<file path="src/hw/rtl/rtd_pkg.sv">
// Shared types, constants and command encoders for the RTD temperature converter.
package rtd_pkg;

    localparam int NEWTON_STEPS = 20;
    localparam int CNT_W        = $clog2(NEWTON_STEPS + 1);
    localparam int WIDE_W       = 128;
    localparam int SH_W         = 7;

    typedef logic signed [WIDE_W-1:0] wide_t;

    localparam wide_t K100   = wide_t'(100) <<< 32;
    localparam wide_t K300   = wide_t'(300) <<< 32;
    localparam wide_t K32768 = wide_t'(32768);
    localparam wide_t S32_LO = -(wide_t'(1) <<< 31);
    localparam wide_t S32_HI = (wide_t'(1) <<< 31) - wide_t'(1);
    localparam wide_t E47_LO = -(wide_t'(1) <<< 47);
    localparam wide_t E47_HI = (wide_t'(1) <<< 47) - wide_t'(1);

    localparam logic [2:0] STAT_OK       = 3'd0;
    localparam logic [2:0] STAT_BAD_R0   = 3'd1;
    localparam logic [2:0] STAT_RANGE    = 3'd2;
    localparam logic [2:0] STAT_NEG_DISC = 3'd3;
    localparam logic [2:0] STAT_NO_CONV  = 3'd4;

    localparam logic [1:0] CFG_NOMINAL = 2'd0;
    localparam logic [1:0] CFG_LINEAR  = 2'd1;
    localparam logic [1:0] CFG_SQUARE  = 2'd2;
    localparam logic [1:0] CFG_QUARTIC = 2'd3;

    typedef enum logic [2:0] {OP_NONE, OP_ALU, OP_MUL, OP_DIV, OP_SQRT} op_t;

    typedef enum logic [4:0] {
        SRC_ZERO, SRC_RIN, SRC_R0, SRC_A, SRC_B, SRC_C, SRC_K100, SRC_K300,
        SRC_K32768, SRC_D, SRC_T, SRC_Y, SRC_P, SRC_G, SRC_W, SRC_X,
        SRC_AS, SRC_BS, SRC_B2S
    } src_t;

    typedef enum logic [3:0] {
        DST_D, DST_T, DST_Y, DST_P, DST_G, DST_W, DST_X, DST_AS, DST_BS,
        DST_B2S, DST_OUT
    } dst_t;

    typedef enum logic [1:0] {SAT_NONE, SAT_S32, SAT_E47} sat_t;

    typedef enum logic [1:0] {DV_IDLE, DV_RUN, DV_ROUND, DV_SIGN} div_phase_t;
    typedef enum logic [1:0] {SQ_IDLE, SQ_RUN, SQ_DONE} sqrt_phase_t;

    typedef enum logic [5:0] {
        S_IDLE, S_CHK0, S_CHK1, S_CHK2, S_CHK3, S_CHK4,
        S_L_MUL, S_L_DIV, S_L_SAT,
        S_Q_MUL, S_Q_DIV, S_Q_DISC, S_Q_CHK, S_Q_SUB, S_Q_DIV2,
        S_N_MUL0, S_N_DIV0, S_N_SAT0, S_N_DIVY, S_N_AS, S_N_BS, S_N_B2S,
        S_N_K1, S_N_M1, S_N_M2, S_N_M3, S_N_M4, S_N_K2, S_N_M5, S_N_M6, S_N_M7,
        S_N_PY, S_N_DIV, S_N_UPD, S_N_DEL, S_N_MOV, S_N_OUT,
        S_ZERO, S_DONE
    } state_t;

    typedef struct packed {
        logic            issue;
        op_t             op;
        src_t            src_a;
        src_t            src_b;
        src_t            src_c;
        dst_t            dst;
        logic [SH_W-1:0] shamt;
        logic            sub;
        logic            wrap64;
        logic            shr16;
        sat_t            sat;
        logic            rnd;
    } dp_cmd_t;

    typedef struct packed {
        logic done;
        logic is_zero;
        logic is_neg;
        logic is_tiny;
    } dp_stat_t;

    function automatic dp_cmd_t f_alu(dst_t dst, src_t a, src_t b, logic sub,
                                      logic [SH_W-1:0] sh, sat_t sat);
        dp_cmd_t c;
        c       = '0;
        c.issue = 1'b1;
        c.op    = OP_ALU;
        c.dst   = dst;
        c.src_a = a;
        c.src_b = b;
        c.sub   = sub;
        c.shamt = sh;
        c.sat   = sat;
        return c;
    endfunction

    function automatic dp_cmd_t f_mul(dst_t dst, src_t a, src_t b, src_t add,
                                      logic [SH_W-1:0] sh);
        dp_cmd_t c;
        c       = '0;
        c.issue = 1'b1;
        c.op    = OP_MUL;
        c.dst   = dst;
        c.src_a = a;
        c.src_b = b;
        c.src_c = add;
        c.shamt = sh;
        return c;
    endfunction

    function automatic dp_cmd_t f_div(dst_t dst, src_t a, src_t b,
                                      logic [SH_W-1:0] sh, logic rnd);
        dp_cmd_t c;
        c       = '0;
        c.issue = 1'b1;
        c.op    = OP_DIV;
        c.dst   = dst;
        c.src_a = a;
        c.src_b = b;
        c.shamt = sh;
        c.rnd   = rnd;
        return c;
    endfunction

    function automatic dp_cmd_t f_sqrt(dst_t dst, src_t a);
        dp_cmd_t c;
        c       = '0;
        c.issue = 1'b1;
        c.op    = OP_SQRT;
        c.dst   = dst;
        c.src_a = a;
        return c;
    endfunction

endpackage

</file>
<file path="src/hw/rtl/rtd_ctrl.sv">
// Controller: sequences the conversion paths and owns the stream handshakes.
module rtd_ctrl (
    input  logic               aclk,
    input  logic               aresetn,
    input  logic               s_accept,
    input  logic               m_tready,
    input  rtd_pkg::dp_stat_t  stat,
    output logic               s_tready,
    output logic               m_tvalid,
    output logic [2:0]         status,
    output rtd_pkg::dp_cmd_t   cmd
);
    import rtd_pkg::*;

    state_t           state_reg, state_next;
    logic [2:0]       status_reg, status_next;
    logic [2:0]       status_out_reg, status_out_next;
    logic             m_valid_reg, m_valid_next;
    logic [CNT_W-1:0] cnt_reg, cnt_next;

    assign s_tready = state_reg == S_IDLE;
    assign m_tvalid = m_valid_reg;
    assign status   = status_out_reg;

    always_ff @(posedge aclk) begin
        if (!aresetn) begin
            state_reg      <= S_IDLE;
            status_reg     <= STAT_OK;
            status_out_reg <= STAT_OK;
            m_valid_reg    <= 1'b0;
            cnt_reg        <= '0;
        end else begin
            state_reg      <= state_next;
            status_reg     <= status_next;
            status_out_reg <= status_out_next;
            m_valid_reg    <= m_valid_next;
            cnt_reg        <= cnt_next;
        end
    end

    always_comb begin
        state_next      = state_reg;
        status_next     = status_reg;
        status_out_next = status_out_reg;
        cnt_next        = cnt_reg;
        m_valid_next    = m_valid_reg;
        cmd             = '0;
        if (m_valid_reg && m_tready) m_valid_next = 1'b0;

        unique case (state_reg)
            S_IDLE: begin
                if (s_accept) begin
                    status_next = STAT_OK;
                    cnt_next    = '0;
                    state_next  = S_CHK0;
                end
            end
            S_CHK0: begin
                cmd = f_alu(DST_W, SRC_R0, SRC_ZERO, 1'b0, 7'd0, SAT_NONE);
                if (stat.done) state_next = S_CHK1;
            end
            S_CHK1: begin
                if (stat.is_zero) begin
                    status_next = STAT_BAD_R0;
                    state_next  = S_ZERO;
                end else begin
                    cmd = f_alu(DST_W, SRC_RIN, SRC_ZERO, 1'b0, 7'd0, SAT_NONE);
                    if (stat.done) state_next = S_CHK2;
                end
            end
            S_CHK2: begin
                if (stat.is_zero || stat.is_neg) begin
                    status_next = STAT_RANGE;
                    state_next  = S_ZERO;
                end else begin
                    cmd = f_alu(DST_D, SRC_RIN, SRC_R0, 1'b1, 7'd0, SAT_NONE);
                    if (stat.done) state_next = S_CHK3;
                end
            end
            S_CHK3: begin
                if (stat.is_neg) begin
                    state_next = S_N_MUL0;
                end else begin
                    cmd = f_alu(DST_W, SRC_B, SRC_ZERO, 1'b0, 7'd0, SAT_NONE);
                    if (stat.done) state_next = S_CHK4;
                end
            end
            S_CHK4: state_next = stat.is_zero ? S_L_MUL : S_Q_MUL;

            // linear path
            S_L_MUL: begin
                cmd = f_mul(DST_W, SRC_R0, SRC_A, SRC_ZERO, 7'd0);
                if (stat.done) state_next = S_L_DIV;
            end
            S_L_DIV: begin
                cmd = f_div(DST_X, SRC_D, SRC_W, 7'd56, 1'b1);
                if (stat.done) state_next = S_L_SAT;
            end
            S_L_SAT: begin
                cmd = f_alu(DST_X, SRC_X, SRC_ZERO, 1'b0, 7'd0, SAT_S32);
                if (stat.done) state_next = S_DONE;
            end

            // quadratic closed form
            S_Q_MUL: begin
                cmd = f_mul(DST_W, SRC_B, SRC_D, SRC_ZERO, 7'd0);
                if (stat.done) state_next = S_Q_DIV;
            end
            S_Q_DIV: begin
                cmd = f_div(DST_X, SRC_W, SRC_R0, 7'd30, 1'b0);
                if (stat.done) state_next = S_Q_DISC;
            end
            S_Q_DISC: begin
                cmd = f_mul(DST_P, SRC_A, SRC_A, SRC_X, 7'd0);
                if (stat.done) state_next = S_Q_CHK;
            end
            S_Q_CHK: begin
                if (stat.is_neg) begin
                    status_next = STAT_NEG_DISC;
                    state_next  = S_ZERO;
                end else begin
                    cmd = f_sqrt(DST_W, SRC_P);
                    if (stat.done) state_next = S_Q_SUB;
                end
            end
            S_Q_SUB: begin
                // root minus A wraps in 64 bits
                cmd = f_alu(DST_W, SRC_W, SRC_A, 1'b1, 7'd0, SAT_NONE);
                cmd.wrap64 = 1'b1;
                if (stat.done) state_next = S_Q_DIV2;
            end
            S_Q_DIV2: begin
                cmd = f_div(DST_X, SRC_W, SRC_B, 7'd27, 1'b1);
                if (stat.done) state_next = S_L_SAT;
            end

            // Newton setup
            S_N_MUL0: begin
                cmd = f_mul(DST_W, SRC_R0, SRC_A, SRC_ZERO, 7'd0);
                if (stat.done) state_next = S_N_DIV0;
            end
            S_N_DIV0: begin
                cmd = f_div(DST_T, SRC_D, SRC_W, 7'd72, 1'b1);
                if (stat.done) state_next = S_N_SAT0;
            end
            S_N_SAT0: begin
                cmd = f_alu(DST_T, SRC_T, SRC_ZERO, 1'b0, 7'd0, SAT_E47);
                if (stat.done) state_next = S_N_DIVY;
            end
            S_N_DIVY: begin
                cmd = f_div(DST_Y, SRC_D, SRC_R0, 7'd56, 1'b0);
                if (stat.done) state_next = S_N_AS;
            end
            S_N_AS: begin
                cmd = f_alu(DST_AS, SRC_A, SRC_ZERO, 1'b0, 7'd16, SAT_NONE);
                if (stat.done) state_next = S_N_BS;
            end
            S_N_BS: begin
                cmd = f_alu(DST_BS, SRC_B, SRC_ZERO, 1'b0, 7'd4, SAT_NONE);
                if (stat.done) state_next = S_N_B2S;
            end
            S_N_B2S: begin
                cmd = f_alu(DST_B2S, SRC_B, SRC_ZERO, 1'b0, 7'd5, SAT_NONE);
                if (stat.done) state_next = S_N_K1;
            end

            // Newton step: polynomial by Horner, then derivative
            S_N_K1: begin
                cmd = f_alu(DST_W, SRC_T, SRC_K100, 1'b1, 7'd0, SAT_NONE);
                if (stat.done) state_next = S_N_M1;
            end
            S_N_M1: begin
                cmd = f_mul(DST_X, SRC_C, SRC_W, SRC_ZERO, 7'd48);
                if (stat.done) state_next = S_N_M2;
            end
            S_N_M2: begin
                cmd = f_mul(DST_X, SRC_X, SRC_T, SRC_BS, 7'd32);
                if (stat.done) state_next = S_N_M3;
            end
            S_N_M3: begin
                cmd = f_mul(DST_X, SRC_X, SRC_T, SRC_AS, 7'd32);
                if (stat.done) state_next = S_N_M4;
            end
            S_N_M4: begin
                cmd = f_mul(DST_P, SRC_X, SRC_T, SRC_ZERO, 7'd32);
                if (stat.done) state_next = S_N_K2;
            end
            S_N_K2: begin
                cmd = f_alu(DST_W, SRC_T, SRC_K300, 1'b1, 7'd2, SAT_NONE);
                if (stat.done) state_next = S_N_M5;
            end
            S_N_M5: begin
                cmd = f_mul(DST_X, SRC_C, SRC_W, SRC_ZERO, 7'd48);
                if (stat.done) state_next = S_N_M6;
            end
            S_N_M6: begin
                cmd = f_mul(DST_X, SRC_X, SRC_T, SRC_B2S, 7'd32);
                if (stat.done) state_next = S_N_M7;
            end
            S_N_M7: begin
                cmd = f_mul(DST_G, SRC_X, SRC_T, SRC_AS, 7'd32);
                if (stat.done) state_next = S_N_PY;
            end
            S_N_PY: begin
                if (stat.is_zero) begin
                    // flat derivative: stop with the current estimate
                    status_next = STAT_NO_CONV;
                    state_next  = S_N_OUT;
                end else begin
                    cmd = f_alu(DST_W, SRC_P, SRC_Y, 1'b1, 7'd0, SAT_NONE);
                    if (stat.done) state_next = S_N_DIV;
                end
            end
            S_N_DIV: begin
                cmd = f_div(DST_X, SRC_W, SRC_G, 7'd32, 1'b1);
                if (stat.done) state_next = S_N_UPD;
            end
            S_N_UPD: begin
                cmd = f_alu(DST_W, SRC_T, SRC_X, 1'b1, 7'd0, SAT_E47);
                if (stat.done) state_next = S_N_DEL;
            end
            S_N_DEL: begin
                cmd = f_alu(DST_X, SRC_W, SRC_T, 1'b1, 7'd0, SAT_NONE);
                if (stat.done) state_next = S_N_MOV;
            end
            S_N_MOV: begin
                cmd = f_alu(DST_T, SRC_W, SRC_ZERO, 1'b0, 7'd0, SAT_NONE);
                if (stat.done) begin
                    if (stat.is_tiny) begin
                        status_next = STAT_OK;
                        state_next  = S_N_OUT;
                    end else if (cnt_reg == CNT_W'(NEWTON_STEPS - 1)) begin
                        status_next = STAT_NO_CONV;
                        state_next  = S_N_OUT;
                    end else begin
                        cnt_next   = cnt_reg + CNT_W'(1);
                        state_next = S_N_K1;
                    end
                end
            end
            S_N_OUT: begin
                cmd = f_alu(DST_X, SRC_T, SRC_K32768, 1'b0, 7'd0, SAT_S32);
                cmd.shr16 = 1'b1;
                if (stat.done) state_next = S_DONE;
            end

            S_ZERO: begin
                cmd = f_alu(DST_X, SRC_ZERO, SRC_ZERO, 1'b0, 7'd0, SAT_NONE);
                if (stat.done) state_next = S_DONE;
            end
            S_DONE: begin
                // hold until the output register is free
                if (!m_valid_reg || m_tready) begin
                    cmd = f_alu(DST_OUT, SRC_X, SRC_ZERO, 1'b0, 7'd0, SAT_NONE);
                    m_valid_next    = 1'b1;
                    status_out_next = status_reg;
                    state_next      = S_IDLE;
                end
            end
            default: state_next = S_IDLE;
        endcase
    end
endmodule

</file>
<file path="config.mk">
export PLATFORM = sky130hd
export DESIGN_NAME = rtd_ctrl
export DESIGN_NICKNAME = d
export VERILOG_FILES = /design/src/hw/rtl/rtd_pkg.sv /design/src/hw/rtl/rtd_ctrl.sv
export SDC_FILE = /design/constraint.sdc
export NUM_CORES = 1
export LEC_CHECK = 0
export BUFFER_PORTS_ARGS = -buffer_cell sky130_fd_sc_hd__buf_2
export CAP_MARGIN = 20
export CORE_UTILIZATION = 45
export DETAILED_ROUTE_END_ITERATION = 7
export GPL_TIMING_DRIVEN = 0
export PLACE_DENSITY = 0.66
export REMOVE_ABC_BUFFERS = 1
export SYNTH_ARGS = -nofsm -noshare
export SYNTH_HDL_FRONTEND = slang
export SYNTH_SLANG_ARGS = --single-unit
</file>
<file path="constraint.sdc">
create_clock -name aclk -period 4.35 [get_ports aclk]
set_input_delay 1.0875 -clock aclk [delete_from_list [all_inputs] [get_ports aclk]]
set_output_delay 1.0875 -clock aclk [all_outputs]
set_load 0.005 [all_outputs]
</file>
==> reports/metrics.cfg <==
[cts]
clock-sinks=18
cts_tree=done
cts_root_buffer=clkbuf_8
clkTransAtPathRegs_ns=0.07
cts_resized=0
htree_levels=1
numCtsBuffers=3
clkLatencyLatePin_ns=0.25
clk_path_buf_depth=2
hold_buffers=0
post-cts-setup-buffer-count=0

[yosys]
synthXorXnorAreaFrac=0.0218
ys_top_cells_by_count=nor2_1 (48), nand2_1 (42), a21oi_1 (38)
synth_compound_area_frac=0.347
yosys.area.top_type_share=0.128
synthCells=433
synth_most_common_cell=nor2_1
synth_top_family_by_area=simple AND/OR/NAND/NOR gates
synth-seq-area-share=0.128
synth_ff_type=dfxtp_1
synthArstFlopShare=0
yosys.area.top_type=dfxtp_1
synth_edf_count=0
synth-simple-area-share=0.374
synth_area_leaders=dfxtp_1 (13%), a21oi_1 (6.8%), nor2_1 (6.4%)
synthMuxAreaShare=0.0178
yosys_warnings=0
synth_adder_area_share=0.00445
synthDistinctLibCells=75
syn_area_mm2=0.00281
syn_area_per_cell_um2=6.49
ys_seq_elements=18

[die]
ios=49
die_h_um=81.0
fp.dieW_um=81.0
fp.dieArea_mm2=0.00657
coreArea_mm2=0.00596
start_util=0.472
core.rowCount=28

[detailed_routing]
wirelength_um=10700
via_per_inst=6.86
dr_wl_met3_um=1280
post-route-drc-count=0
wl_met1_um=4520
highest_layer=met4
wl_met2_um=4480
routedWlPerCell_um=20.7
drtAntennaViolNets=0
drt-pass1-iter-count=5
drt_iter0_drc=608
vias=3542

[sta]
finalCritPeriodShare=0.941
max_freq_mhz=244
slew_headroom=0.346
slew_viol_final=0
tightest_slew_ns=0.981
setup_tns_ns=0
finalWorstPathRequiredPeriod_ns=4.09
hold_violations=0
skew_ns=0.00686
rsz0062_at_grt=false
setup_viol=0

[power_and_ir_drop]
cellInternalPower_uw=710
p_clk_frac=0.083
leakagePower_uw=0.00113
seqPwrFrac=0.235
power.total_uw=1650
power_frac_comb=0.682
swShare=0.570
power.switching_uw=939
peakVddDrop_mv=0.253
powerDensity_mw_per_mm2=554

[finish]
stdcell_count=516
syn2layout_area_growth_pct=5.88
antennaDiodeCount=0
num-fill-cells=637
finalNetCount=451
drive_gt1_frac=0.166

[grt]
grt_pass1_vias=3122
antenna_found_initial=0
grt_max_degree=58
gr-usage-all-layers=0.335
grt_pass1_wl_um=16800
grt.overflow.total=0

[placed_design]
place_congestion=1.00
hpwl_um=7460
dp_cells=512
portBuffers=46

[run]
cap_violations=0

[critical_path]
cp_cell_sequence=nor2b_1 > nand2b_1 > o32ai_1 > a222oi_1 > nor2b_1 > nand3_1 > buf_2
crit_top_cell=nor2b_1
start_kind=register
slowest_stage=dfxtp_4
endpoint_kind=primary output
slowest_delay_ns=0.71
cp_num_buf_inv=1
crit_type=register to primary output
required_ns=3.26
cp.arrival_ns=3.01
cp_top_family=simple AND/OR/NAND/NOR gates
critPathMaxFanout=57

[hold_path]
hp-class=register to register

[outcome]
status=complete, no violations

-- power groups by stage --
stage	Sequential, µW	Combinational, µW	Clock [µW]
3_5_place_dp	381	1090	0
4_1_cts	376	1090	139
6_report	387	1120	137
5_1_grt	397	1220	145
3_3_place_gp	399	1060	0
2_1_floorplan	325	717	0
-- per-stage QoR --
step / utilization / area (µm²) / hold WS [ns] / setup slack, ns
after floorplan: - / 2560 / 0.434 / 0.962
after global placement: 0.484 / 2880 / 0.449 / -0.297
after detailed placement: 0.490 / 2920 / 0.460 / 0.417
after CTS: 0.499 / 2970 / 0.470 / 0.123
after global routing: 0.500 / 2980 / 0.491 / 0.167
final: 0.500 / 2980 / 0.466 / 0.257
-- cell type report --
class | instances | area, µm² | share of cell area
flip-flops and latches | 18 | 370 | 0.124
inverters | 11 | 41.3 | 0.0139
well taps | 75 | 93.8 | 0.0315
repair buffers | 47 | 258 | 0.0866
clock buffers | 4 | 55.1 | 0.0185
multi-input cells | 361 | 2160 | 0.725
-- cells in the final DEF (no fill, tap or decap), types with 3 or more instances in the layout --
cell and count:
xor2_1 4, dfxtp_2 5, clkbuf_8 4, nand2b_1 17, buf_2 46, nor2b_1 12, nor2_1 48, a21o_1 3
o32ai_1 3, a31oi_1 8, and2_1 3, nand2_1 42, or2_2 6, nand3_1 15, o211ai_1 6, and3_1 3
a211oi_1 6, a22oi_1 7, nor3_1 16, nor4_1 8, mux2i_1 5, nand4_1 8, inv_1 9, a21oi_1 38
o21ai_0 32, dfxtp_1 12, xnor2_1 3, a32oi_1 4, o22ai_1 8, o31ai_1 3
-- metal layers --
layer  vias to the layer above  GRT usage
met5                         -          0
met4                         0      0.125
met3                        40     0.0596
met2                       280      0.492
met1                      1607      0.479
li1                       1615          -
-- worst register-to-register path, cell delays in order (launching register included) --
cell      delay, ns
dfxtp_2        0.98
nor2b_1        0.43
nand2_1        0.16
o211ai_1       0.11
a311o_1        0.42
nor4_1         0.46
a311oi_1       0.17
-- path summary, 6_finish.rpt --
kind                                    start             to  slack [ns]  depth (start not counted)
worst max-delay path             state_reg[1]        cmd[35]        0.26                          7
worst min register to register  status_reg[0]  status_reg[0]        0.47                          2
worst max register to register   state_reg[5]   state_reg[2]        1.50                          6
worst min-delay path            status_reg[0]  status_reg[0]        0.47                          2
-- cell families after synthesis --
group	after synthesis
other	1
and+or+nand+nor	198
muxes	5
DFF	18
adders and majority gates	1
xor gates and xnor gates	7
buffers and inverters	55
AOI/OAI and AO/OA	148
Note: power is estimated with default switching activity, not from simulation.
